--- config.mk ---
export PLATFORM = sky130hd
export DESIGN_NAME = digit_run_date_extractor
export DESIGN_NICKNAME = d
export VERILOG_FILES = /design/src/rtl/dre_pkg.sv /design/src/rtl/dre_cfg_regs.sv /design/src/rtl/dre_scan.sv /design/src/rtl/digit_run_date_extractor.sv
export SDC_FILE = /design/constraint.sdc
export NUM_CORES = 1
export LEC_CHECK = 0
export BUFFER_PORTS_ARGS = -buffer_cell sky130_fd_sc_hd__clkbuf_2
export CAP_MARGIN = 10
export CORE_ASPECT_RATIO = 1.5
export CORE_MARGIN = 8
export CORE_UTILIZATION = 55
export DETAILED_ROUTE_END_ITERATION = 10
export GPL_TIMING_DRIVEN = 0
export PLACE_DENSITY = 0.84
export SYNTH_ARGS = -nofsm -noshare
export SYNTH_HDL_FRONTEND = slang
export SYNTH_SLANG_ARGS = --single-unit
--- constraint.sdc ---
create_clock -name aclk -period 10.51 [get_ports aclk]
set_clock_uncertainty 0.1 [all_clocks]
set_input_delay 1.051 -clock aclk [delete_from_list [all_inputs] [get_ports aclk]]
set_output_delay 1.051 -clock aclk [all_outputs]
set_load 0.05 [all_outputs]
--- src/rtl/dre_pkg.sv ---
// Shared types and constants for the digit run date extractor.
`default_nettype none

package dre_pkg;

    localparam int YEAR_W  = 14;
    localparam int MONTH_W = 4;
    localparam int DAY_W   = 5;
    localparam int MD_W    = 7;  // width of month/day accumulators
    localparam int RUN_W   = 4;
    localparam int CHAR_W  = 8;
    localparam int IDX_W   = 2;
    localparam int CFG_W   = 14;
    localparam int OUT_W   = 24;

    localparam logic [CHAR_W-1:0]  DIGIT_ZERO = 8'd48;
    localparam logic [CHAR_W-1:0]  DIGIT_NINE = 8'd57;
    localparam logic [YEAR_W-1:0]  MIN_YEAR   = 14'd2000;
    localparam logic [MD_W-1:0]    MAX_MONTH  = 7'd12;
    localparam logic [MD_W-1:0]    MAX_DAY    = 7'd31;
    localparam logic [RUN_W-1:0]   RUN_DATE   = 4'd8;
    localparam logic [RUN_W-1:0]   RUN_SAT    = 4'd9;
    localparam logic [RUN_W-1:0]   RUN_MONTH  = 4'd4;
    localparam logic [RUN_W-1:0]   RUN_DAY    = 4'd6;

    localparam logic [YEAR_W-1:0]  RESET_YEAR  = 14'd2000;
    localparam logic [MONTH_W-1:0] RESET_MONTH = 4'd1;
    localparam logic [DAY_W-1:0]   RESET_DAY   = 5'd1;

    // configuration register indexes
    localparam logic [IDX_W-1:0] REG_TODAY_YEAR  = 2'd0;
    localparam logic [IDX_W-1:0] REG_TODAY_MONTH = 2'd1;
    localparam logic [IDX_W-1:0] REG_TODAY_DAY   = 2'd2;

    typedef struct packed {
        logic [YEAR_W-1:0]  year;
        logic [MONTH_W-1:0] month;
        logic [DAY_W-1:0]   day;
    } today_t;

    typedef struct packed {
        logic               found;
        logic [YEAR_W-1:0]  year;
        logic [MONTH_W-1:0] month;
    } result_t;

endpackage

`default_nettype wire

--- src/rtl/dre_cfg_regs.sv ---
// Configuration registers holding the current date.
`default_nettype none

module dre_cfg_regs (
    input  wire logic                      aclk,
    input  wire logic                      aresetn,
    input  wire logic                      cfg_valid,
    input  wire logic [dre_pkg::IDX_W-1:0] cfg_index,
    input  wire logic [dre_pkg::CFG_W-1:0] cfg_data,
    output dre_pkg::today_t                today
);

    dre_pkg::today_t today_reg;
    dre_pkg::today_t today_next;

    always_comb begin
        today_next = today_reg;
        if (cfg_valid) begin
            unique case (cfg_index)
                dre_pkg::REG_TODAY_YEAR:  today_next.year  = cfg_data[dre_pkg::YEAR_W-1:0];
                dre_pkg::REG_TODAY_MONTH: today_next.month = cfg_data[dre_pkg::MONTH_W-1:0];
                dre_pkg::REG_TODAY_DAY:   today_next.day   = cfg_data[dre_pkg::DAY_W-1:0];
                default: ;
            endcase
        end
    end

    always_ff @(posedge aclk) begin
        if (!aresetn) begin
            today_reg.year  <= dre_pkg::RESET_YEAR;
            today_reg.month <= dre_pkg::RESET_MONTH;
            today_reg.day   <= dre_pkg::RESET_DAY;
        end else begin
            today_reg <= today_next;
        end
    end

    assign today = today_reg;

endmodule

`default_nettype wire

--- src/rtl/dre_scan.sv ---
// Per-byte run tracking, date check and per-name latch.
`default_nettype none

module dre_scan (
    input  wire logic                       aclk,
    input  wire logic                       aresetn,
    input  wire logic                       advance,
    input  wire logic [dre_pkg::CHAR_W-1:0] char_code,
    input  wire logic                       is_final,
    input  wire dre_pkg::today_t            today,
    output dre_pkg::result_t                result
);

    logic [dre_pkg::RUN_W-1:0]   run_length_reg, run_length_next;
    logic [dre_pkg::YEAR_W-1:0]  year_digits_reg, year_digits_next;
    logic [dre_pkg::MD_W-1:0]    month_digits_reg, month_digits_next;
    logic [dre_pkg::MD_W-1:0]    day_digits_reg, day_digits_next;
    logic                        date_latched_reg, date_latched_next;
    logic [dre_pkg::YEAR_W-1:0]  latched_year_reg, latched_year_next;
    logic [dre_pkg::MONTH_W-1:0] latched_month_reg, latched_month_next;

    logic                        is_digit;
    logic [3:0]                  digit;
    logic [17:0]                 year_acc;
    logic [10:0]                 month_acc;
    logic [10:0]                 day_acc;
    logic [dre_pkg::RUN_W-1:0]   t_run;
    logic [dre_pkg::YEAR_W-1:0]  t_year;
    logic [dre_pkg::MD_W-1:0]    t_month;
    logic [dre_pkg::MD_W-1:0]    t_day;
    logic [dre_pkg::MD_W-1:0]    today_month_x;
    logic [dre_pkg::MD_W-1:0]    today_day_x;
    logic                        close;
    logic                        sane;
    logic                        past;
    logic                        take_date;

    assign is_digit = (char_code >= dre_pkg::DIGIT_ZERO) && (char_code <= dre_pkg::DIGIT_NINE);
    assign digit    = char_code[3:0];  // '0'..'9' map to low nibble 0..9

    // x*10 + d as (x<<3) + (x<<1) + d
    assign year_acc  = {year_digits_reg, 3'b000} + {3'b000, year_digits_reg, 1'b0}
                     + {14'd0, digit};
    assign month_acc = {month_digits_reg, 3'b000} + {3'b000, month_digits_reg, 1'b0}
                     + {7'd0, digit};
    assign day_acc   = {day_digits_reg, 3'b000} + {3'b000, day_digits_reg, 1'b0}
                     + {7'd0, digit};

    // run after taking this byte's digit (unchanged for a non-digit)
    always_comb begin
        t_run   = run_length_reg;
        t_year  = year_digits_reg;
        t_month = month_digits_reg;
        t_day   = day_digits_reg;
        if (is_digit) begin
            if (run_length_reg < dre_pkg::RUN_MONTH) begin
                t_year = year_acc[dre_pkg::YEAR_W-1:0];
            end else if (run_length_reg < dre_pkg::RUN_DAY) begin
                t_month = month_acc[dre_pkg::MD_W-1:0];
            end else if (run_length_reg < dre_pkg::RUN_DATE) begin
                t_day = day_acc[dre_pkg::MD_W-1:0];
            end
            if (run_length_reg < dre_pkg::RUN_SAT) begin
                t_run = run_length_reg + 4'd1;
            end
        end
    end

    assign today_month_x = {3'b000, today.month};
    assign today_day_x   = {2'b00, today.day};

    assign close = !is_digit || is_final;
    assign sane  = (t_year >= dre_pkg::MIN_YEAR) && (t_month != '0)
                && (t_month <= dre_pkg::MAX_MONTH) && (t_day != '0)
                && (t_day <= dre_pkg::MAX_DAY);
    assign past  = (t_year < today.year)
                || ((t_year == today.year) && ((t_month < today_month_x)
                    || ((t_month == today_month_x) && (t_day <= today_day_x))));
    assign take_date = close && !date_latched_reg && (t_run == dre_pkg::RUN_DATE)
                    && sane && past;

    always_comb begin
        date_latched_next  = date_latched_reg;
        latched_year_next  = latched_year_reg;
        latched_month_next = latched_month_reg;
        if (take_date) begin
            date_latched_next  = 1'b1;
            latched_year_next  = t_year;
            latched_month_next = t_month[dre_pkg::MONTH_W-1:0];
        end

        result.found = date_latched_next;
        result.year  = date_latched_next ? latched_year_next  : '0;
        result.month = date_latched_next ? latched_month_next : '0;

        run_length_next   = close ? '0 : t_run;
        year_digits_next  = close ? '0 : t_year;
        month_digits_next = close ? '0 : t_month;
        day_digits_next   = close ? '0 : t_day;

        // end of name starts a fresh one
        if (is_final) begin
            date_latched_next  = 1'b0;
            latched_year_next  = '0;
            latched_month_next = '0;
        end
    end

    always_ff @(posedge aclk) begin
        if (!aresetn) begin
            run_length_reg    <= '0;
            year_digits_reg   <= '0;
            month_digits_reg  <= '0;
            day_digits_reg    <= '0;
            date_latched_reg  <= 1'b0;
            latched_year_reg  <= '0;
            latched_month_reg <= '0;
        end else if (advance) begin
            run_length_reg    <= run_length_next;
            year_digits_reg   <= year_digits_next;
            month_digits_reg  <= month_digits_next;
            day_digits_reg    <= day_digits_next;
            date_latched_reg  <= date_latched_next;
            latched_year_reg  <= latched_year_next;
            latched_month_reg <= latched_month_next;
        end
    end

    a_run_saturates: assert property (@(posedge aclk) disable iff (!aresetn)
        run_length_reg <= dre_pkg::RUN_SAT)
        else $error("run counter beyond saturation");

    a_final_clears: assert property (@(posedge aclk) disable iff (!aresetn)
        (advance && is_final) |=> (run_length_reg == '0 && !date_latched_reg))
        else $error("state not cleared after end of name");

    a_latched_sane: assert property (@(posedge aclk) disable iff (!aresetn)
        date_latched_reg |-> (latched_year_reg >= dre_pkg::MIN_YEAR
                              && latched_month_reg != '0 && latched_month_reg <= 4'd12))
        else $error("latched date out of range");

    a_no_relatch: assert property (@(posedge aclk) disable iff (!aresetn)
        (advance && date_latched_reg && !is_final) |=> $stable(latched_year_reg))
        else $error("first date overwritten");

endmodule

`default_nettype wire

--- src/rtl/digit_run_date_extractor.sv ---
// Top level: finds the first valid YYYYMMDD digit run in a byte-serial name.
//
// Usage: the name arrives one byte per word on the s_ channel, s_tlast on its
// last byte. On that last byte exactly one word leaves on the m_ channel:
// found flag, year and month of the first accepted date, or zeros.
// The current date is set through the cfg_ write channel (index 0 year,
// 1 month, 2 day); it is always ready and should be written while idle.
// Path: a byte is registered in the input register on acceptance and scanned from
// there; the result word is registered in the output register from that scan.
// Throughput: one byte per cycle unless a final byte waits for the output register;
// each byte updates the run state between the input register and the state registers.
// Reset (aresetn low, synchronous) empties both registers, clears the run
// and latch state and loads the current date 2000-01-01.
// When the receiver stalls, the result word holds in the output register;
// non-final bytes keep being accepted, and a final byte waits in the input
// register until the output register frees, which then backs up s_tready.
`default_nettype none

module digit_run_date_extractor (
    input  wire logic                       aclk,
    input  wire logic                       aresetn,
    input  wire logic                       s_tvalid,
    output logic                            s_tready,
    input  wire logic [7:0]                 s_tdata,   // [7:0] char_code
    input  wire logic                       s_tlast,   // is_final
    output logic                            m_tvalid,
    input  wire logic                       m_tready,
    output logic [dre_pkg::OUT_W-1:0]       m_tdata,   // [0] found, [14:1] found_year,
                                                       // [18:15] found_month, rest 0
    input  wire logic                       cfg_valid,
    output logic                            cfg_ready,
    input  wire logic [dre_pkg::IDX_W-1:0]  cfg_index,
    input  wire logic [dre_pkg::CFG_W-1:0]  cfg_data
);

    logic                       in_valid_reg;
    logic [dre_pkg::CHAR_W-1:0] in_char_reg;
    logic                       in_last_reg;
    logic                       out_valid_reg;
    dre_pkg::result_t           out_reg;
    logic                       advance;
    dre_pkg::today_t            today;
    dre_pkg::result_t           result;

    assign cfg_ready = 1'b1;

    dre_cfg_regs u_cfg (
        .aclk      (aclk),
        .aresetn   (aresetn),
        .cfg_valid (cfg_valid),
        .cfg_index (cfg_index),
        .cfg_data  (cfg_data),
        .today     (today)
    );

    // only a final byte needs room in the output register
    assign advance  = in_valid_reg && (!in_last_reg || !out_valid_reg || m_tready);
    assign s_tready = !in_valid_reg || advance;

    dre_scan u_scan (
        .aclk      (aclk),
        .aresetn   (aresetn),
        .advance   (advance),
        .char_code (in_char_reg),
        .is_final  (in_last_reg),
        .today     (today),
        .result    (result)
    );

    always_ff @(posedge aclk) begin
        if (!aresetn) begin
            in_valid_reg <= 1'b0;
        end else if (s_tvalid && s_tready) begin
            in_valid_reg <= 1'b1;
        end else if (advance) begin
            in_valid_reg <= 1'b0;
        end
    end

    always_ff @(posedge aclk) begin
        if (s_tvalid && s_tready) begin
            in_char_reg <= s_tdata;
            in_last_reg <= s_tlast;
        end
    end

    always_ff @(posedge aclk) begin
        if (!aresetn) begin
            out_valid_reg <= 1'b0;
        end else if (advance && in_last_reg) begin
            out_valid_reg <= 1'b1;
        end else if (m_tready) begin
            out_valid_reg <= 1'b0;
        end
    end

    always_ff @(posedge aclk) begin
        if (advance && in_last_reg) begin
            out_reg <= result;
        end
    end

    assign m_tvalid = out_valid_reg;
    assign m_tdata  = {5'd0, out_reg.month, out_reg.year, out_reg.found};

endmodule

`default_nettype wire

# [Word level (Yosys, flattened, before mapping)]
# Cells that the tools add are included.
[classes] add_sub_neg=7 n_reduce_logical=33 n_mux=25 eq_ne=5 order_cmp=12
[op_table] cell="14-bit two-way mux" n=5
[op_table] cell="7-bit two-way mux" n=9
[op_table] cell="4-bit two-way mux" n=5
[op_table] cell="14-bit adder" n=1
[op_table] cell="14-bit by 4-bit adder with 14-bit output" n=1
[op_table] cell="7-bit by 4-bit adder with 7-bit output" n=2
[op_table] cell="7-bit adder" n=2
[op_table] cell="14-bit equality test" n=1
[op_table] cell="14-bit by 11-bit >= comparator with 1-bit output (second input constant)" n=1
[op_table] cell="1-bit logical AND" n=14
[op_table] cell="14-bit less-than comparator" n=1
[op_table] cell="7-bit nonzero test" n=2
[op_table] cell="8-bit by 6-bit >= comparator with 1-bit output (second input constant)" n=1
[op_table] cell="8-bit by 6-bit <= comparator with 1-bit output (second input constant)" n=1
[op_table] cell="4-bit by 3-bit less-than comparator with 1-bit output (second input constant)" n=2
[op_table] cell="4-bit less-than comparator (second input constant)" n=2
[op_table] cell="7-bit by 4-bit equality test with 1-bit output" n=1
[op_table] cell="7-bit by 4-bit <= comparator with 1-bit output (second input constant)" n=1
[op_table] cell="7-bit by 5-bit <= comparator with 1-bit output" n=1
[op_table] cell="7-bit by 5-bit <= comparator with 1-bit output (second input constant)" n=1
[op_table] cell="7-bit by 4-bit less-than comparator with 1-bit output" n=1
[op_table] cell="1-bit logical OR" n=6
[op_table] cell="1-bit two-way mux" n=6
[op_table] cell="2-bit AND reduction" n=3
[op_table] cell="7 further kinds" n=12
[word_totals] inputBits=30 elab_cells=99 out_inout_bits=27 ff_bits=104

# [Longest topological paths before layout]
[depth] ltp_word=14 ltp_mapped=22 depth_no_buf=20

# [By module]
# Synthesis repeated with hierarchy kept, for this count alone.
[hier_totals] hier_cells=710 hier_area_um2=6693.9
[modules_own_cells] module="dre_scan" cells_each=567 area_each_um2=4728.3 seq_area_each_um2=1021.0 n_inst=1
[modules_own_cells] module="digit_run_date_extractor" cells_each=48 area_each_um2=1011.0 seq_area_each_um2=880.8 n_inst=1
[modules_own_cells] module="dre_cfg_regs" cells_each=95 area_each_um2=954.7 seq_area_each_um2=460.4 n_inst=1

# [Worst setup path before layout]
# No wires, ideal clock.
[synth_path] path_kind="register to register" start="reg in_char_reg[3] (netlist bit)" end="reg u_scan.latched_year_reg[13] (netlist bit)" setup_time_ns=0.128 slack_ns=6.085 arrival_time_ns=4.197 n_path_buf=2 period_less_slack_ns=4.425 t_required_ns=10.282 path_stages_with_launch=23 path_cell_list="edfxtp_1 > inv_1 > fa_1 > inv_1 > ha_1 > a21oi_1 > a21o_1 > nand3_1 > a311o_1 > a22oi_1 > inv_1 > ha_1 > o21ai_0 > o21bai_1 > a21o_1 > a21oi_1 > a22oi_1 > inv_1 > o2111ai_2 > a22o_1 > buf_2 > buf_4 > o2bb2ai_1"
[synth_between] elab_chain_len=13 word_cells_on_any_way=43
[synth_rtl] element="start: declaration" line_no="digit_run_date_extractor.sv:37" rtl="logic [dre_pkg::CHAR_W-1:0] in_char_reg;"
[synth_rtl] element="start signal: assignment" line_no="digit_run_date_extractor.sv:82" rtl="in_char_reg <= s_tdata;"
[synth_rtl] element="parallel branches: the longest is 11 deep, another holds 14-bit by 4-bit adder with 14-bit output"
[synth_rtl] element="14-bit two-way mux *" line_no="dre_scan.sv:86" rtl="if (take_date) begin"
[synth_rtl] element="14-bit two-way mux *" line_no="dre_scan.sv:102" rtl="if (is_final) begin"
[synth_rtl] element="end signal: assignment" line_no="dre_scan.sv:124" rtl="latched_year_reg <= latched_year_next;"
[synth_rtl] element="end: declaration" line_no="dre_scan.sv:19" rtl="logic [dre_pkg::YEAR_W-1:0] latched_year_reg, latched_year_next;"
# Every way passes the cells marked *.
# A chain may end at the register's enable or synchronous reset.

# [Final worst setup path]
# Ends and elaborated chain as after synthesis.

==> run metrics <==
flop-to-flop setup slack 4950 ps; Primary FF master, synth dfxtp_1; fin crit share 0.529; TritonCTS clock tree done; global-route wire length before repair 25800 um; kind of start point of the critical path flip-flop; fin crit period 5560 ps; Lkg Pwr 3.14 nW; Seq cells post-synth 104; synth warn 0; Yosys top cell by area dfxtp_1; drt total wl 15700 um; Die Area 15100 um2; hpwl dp 12200 um; Die H 147 um; Crit Path Max Fanout 10; VDD IR max 0.0784 mV; Cell Area, Synth 6250 um2; Syn-to-layout area delta 12.2%; critical path type reg -> reg; initial core utilization 0.565; CP dominant cell by count inv_1; Synth cell types 68; Fin. Hold Viols 0; Via density 5.88; largest net degree at the start of global routing 22; GRT Total Usage 0.216; cell with the largest stage delay on the worst path nor3_1; First-pass DRT Iterations 6; hold path cells 1; crit end category flip-flop; buffer depth of the longest clock path 2; slew margin rel. 0.368; initial antenna violation count 0; R2R depth 20; min-delay worst type reg -> reg; Worst-Margin Slew 943 ps; Synth Instances 680; root buffer cell clkbuf_16; Die W 103 um; global route overflow 0; H-tree depth 3; Critical Path AT 5670 ps; cts hold-fix bufs 0; maxcap violations 0; pwr dens 116 nW/um2; number of routed nets with antenna violations 0; unrepaired setup endpoints after global routing no; # resized after CTS 0; diode count 0; crit-path max cell delay 720 ps; Largest register FFs 23; Core Footprint 11100 um2; Async SR Flop Fraction 0; layout cells sized above 1 0.120; Synth area leaders dfxtp_1, edfxtp_1, ha_1; number of global-route vias before repair 5432; routability cong. 0.949; pre-CTS setup slack 5090 ps; Crit path required time 10630 ps; crit path cell chain inv_1 -> fa_1 -> inv_1 -> ha_1 -> nand3_1 -> a21o_1 -> a211oi_1 -> nor3_1 -> nor3_1 -> inv_1 -> ha_1 -> nand2_1 -> nor4_1 -> a22oi_1 -> inv_1 -> o2111ai_2 -> a22o_1 -> buf_2 -> buf_4 -> o2bb2ai_1; Avg Cell Area, Syn 9.19 um2; CTS Sinks 104; Area after DPL 6700 um2; Reg clk slew, reported paths 80 ps; fin area 7010 um2; worst setup margin 4950 ps; input/output buffers 50; Clock Latency Late Sink 350 ps; post-layout util 0.634; setup bufs post-CTS 0; fillers 933; Vias 5274; Nets 844; Sum Neg Setup Slack 0 ps; EDFF count, synth 28; Peak Freq 180 MHz; FP Rows 47; drt drc 0; drt wl/cell 17.5 um; Setup violations, final 0; Final Slew Violations 0; Inserted Clock Buffers 9; io pins 57; area share of the largest cell type after synthesis 0.243; sequential cell area fraction in the yosys report 0.378; initial drt markers 275; status finished, final reports clean
==> report_power, final <==
group | leakage, nW | internal [mW] | switching, mW
clock network | 0.142 | 0.169 | 0.171
registers | 0.916 | 0.416 | 0.00488
logic | 2.08 | 0.0193 | 0.0344
total | 3.14 | 0.605 | 0.210
==> kinds of logic (layout without fill, tap and decap cells) <==
kind of cell / after synthesis / after routing / synth area share
buf+inv: 95 / 161 / 0.0643
compound gates: 176 / 176 / 0.193
other cells: 2 / 6 / 0.00120
fa+ha+maj: 69 / 69 / 0.145
simple gates: 199 / 199 / 0.164
flops: 104 / 104 / 0.378
xor+xnor: 15 / 15 / 0.0210
mux: 20 / 20 / 0.0330
==> layout make-up <==
type	count	area, um2	area share
sequential	104	2360	0.337
multi-input combinational	485	3500	0.500
inverter	65	244	0.0348
clock buffer	9	225	0.0321
buffer	30	158	0.0225
tap	147	184	0.0262
clock inverter	7	83.8	0.0120
timing repair buffer	50	250	0.0357
==> stage by stage <==
step / std cells / total power, mW / hold slack, ps
2_1_floorplan: 684 / 0.465 / 332
3_3_place_gp: 881 / 0.481 / 344
3_5_place_dp: 881 / 0.483 / 346
4_1_cts: 897 / 0.816 / 369
5_1_grt: 897 / 0.837 / 382
6_report: 897 / 0.815 / 368
==> final timing paths <==
path / start / end
setup / recovery: in_char_reg[3] / u_scan.latched_year_reg[13]
hold / removal: u_scan.latched_year_reg[4] / u_scan.latched_year_reg[4]
setup reg to reg: in_char_reg[3] / u_scan.latched_year_reg[13]
hold reg to reg: u_scan.latched_year_reg[4] / u_scan.latched_year_reg[4]
==> per-layer routing <==
layer | global-route usage | part of all wire
met3 | 0.0414 | 0.044
met1 | 0.219 | 0.37
met5 | 0 | 0
met4 | 0.145 | 0.059
met2 | 0.384 | 0.53
==> Yosys cell counts, types with 8 or more instances <==
library cell	instances
a21boi_0	13
a21o_1	11
a21oi_1	30
a22oi_1	17
and2_1	10
clkbuf_1	17
dfxtp_1	76
edfxtp_1	28
ha_1	63
inv_1	65
mux2i_1	18
nand2_1	80
nand3_1	9
nor2_1	22
nor2b_1	32
nor3_1	13
o21a_1	8
o21ai_0	38
o2bb2ai_1	16
xnor2_1	11
==> cell usage in the layout (no fill, tap or decap), types with 4 or more instances in the layout <==
cell       synthesis  routed
a22oi_1           17      17
a21boi_0          13      13
buf_4              7       7
clkbuf_16          0       9
conb_1             2       6
edfxtp_1          28      28
or3_1              5       5
a211oi_1           6       6
a21o_1            11      11
clkbuf_1          17      17
o21ai_0           38      38
clkbuf_2           0      50
o2bb2ai_1         16      16
ha_1              63      63
xor2_1             4       4
o211ai_1           7       7
a32oi_1            4       4
nand3_1            9       9
nor3_1            13      13
and2_1            10      10
inv_1             65      65
nand4_1            4       4
nor2_1            22      21
fa_1               6       6
nand2_1           80      80
dfxtp_1           76      76
a31oi_1            5       5
a21oi_1           30      30
o21a_1             8       8
nor2b_1           32      32
and3_1             4       4
xnor2_1           11      11
mux2i_1           18      18
==> worst max-delay path: cells and delay by family (launching register included) <==
| kind | cells | cell delay (ps) |
|---|---|---|
| compound gates | 6 | 1530 |
| buf+inv | 6 | 780 |
| flops | 1 | 500 |
| fa+ha+maj | 3 | 1210 |
| simple gates | 5 | 1290 |
No activity file was read; power rests on OpenSTA's default activity.
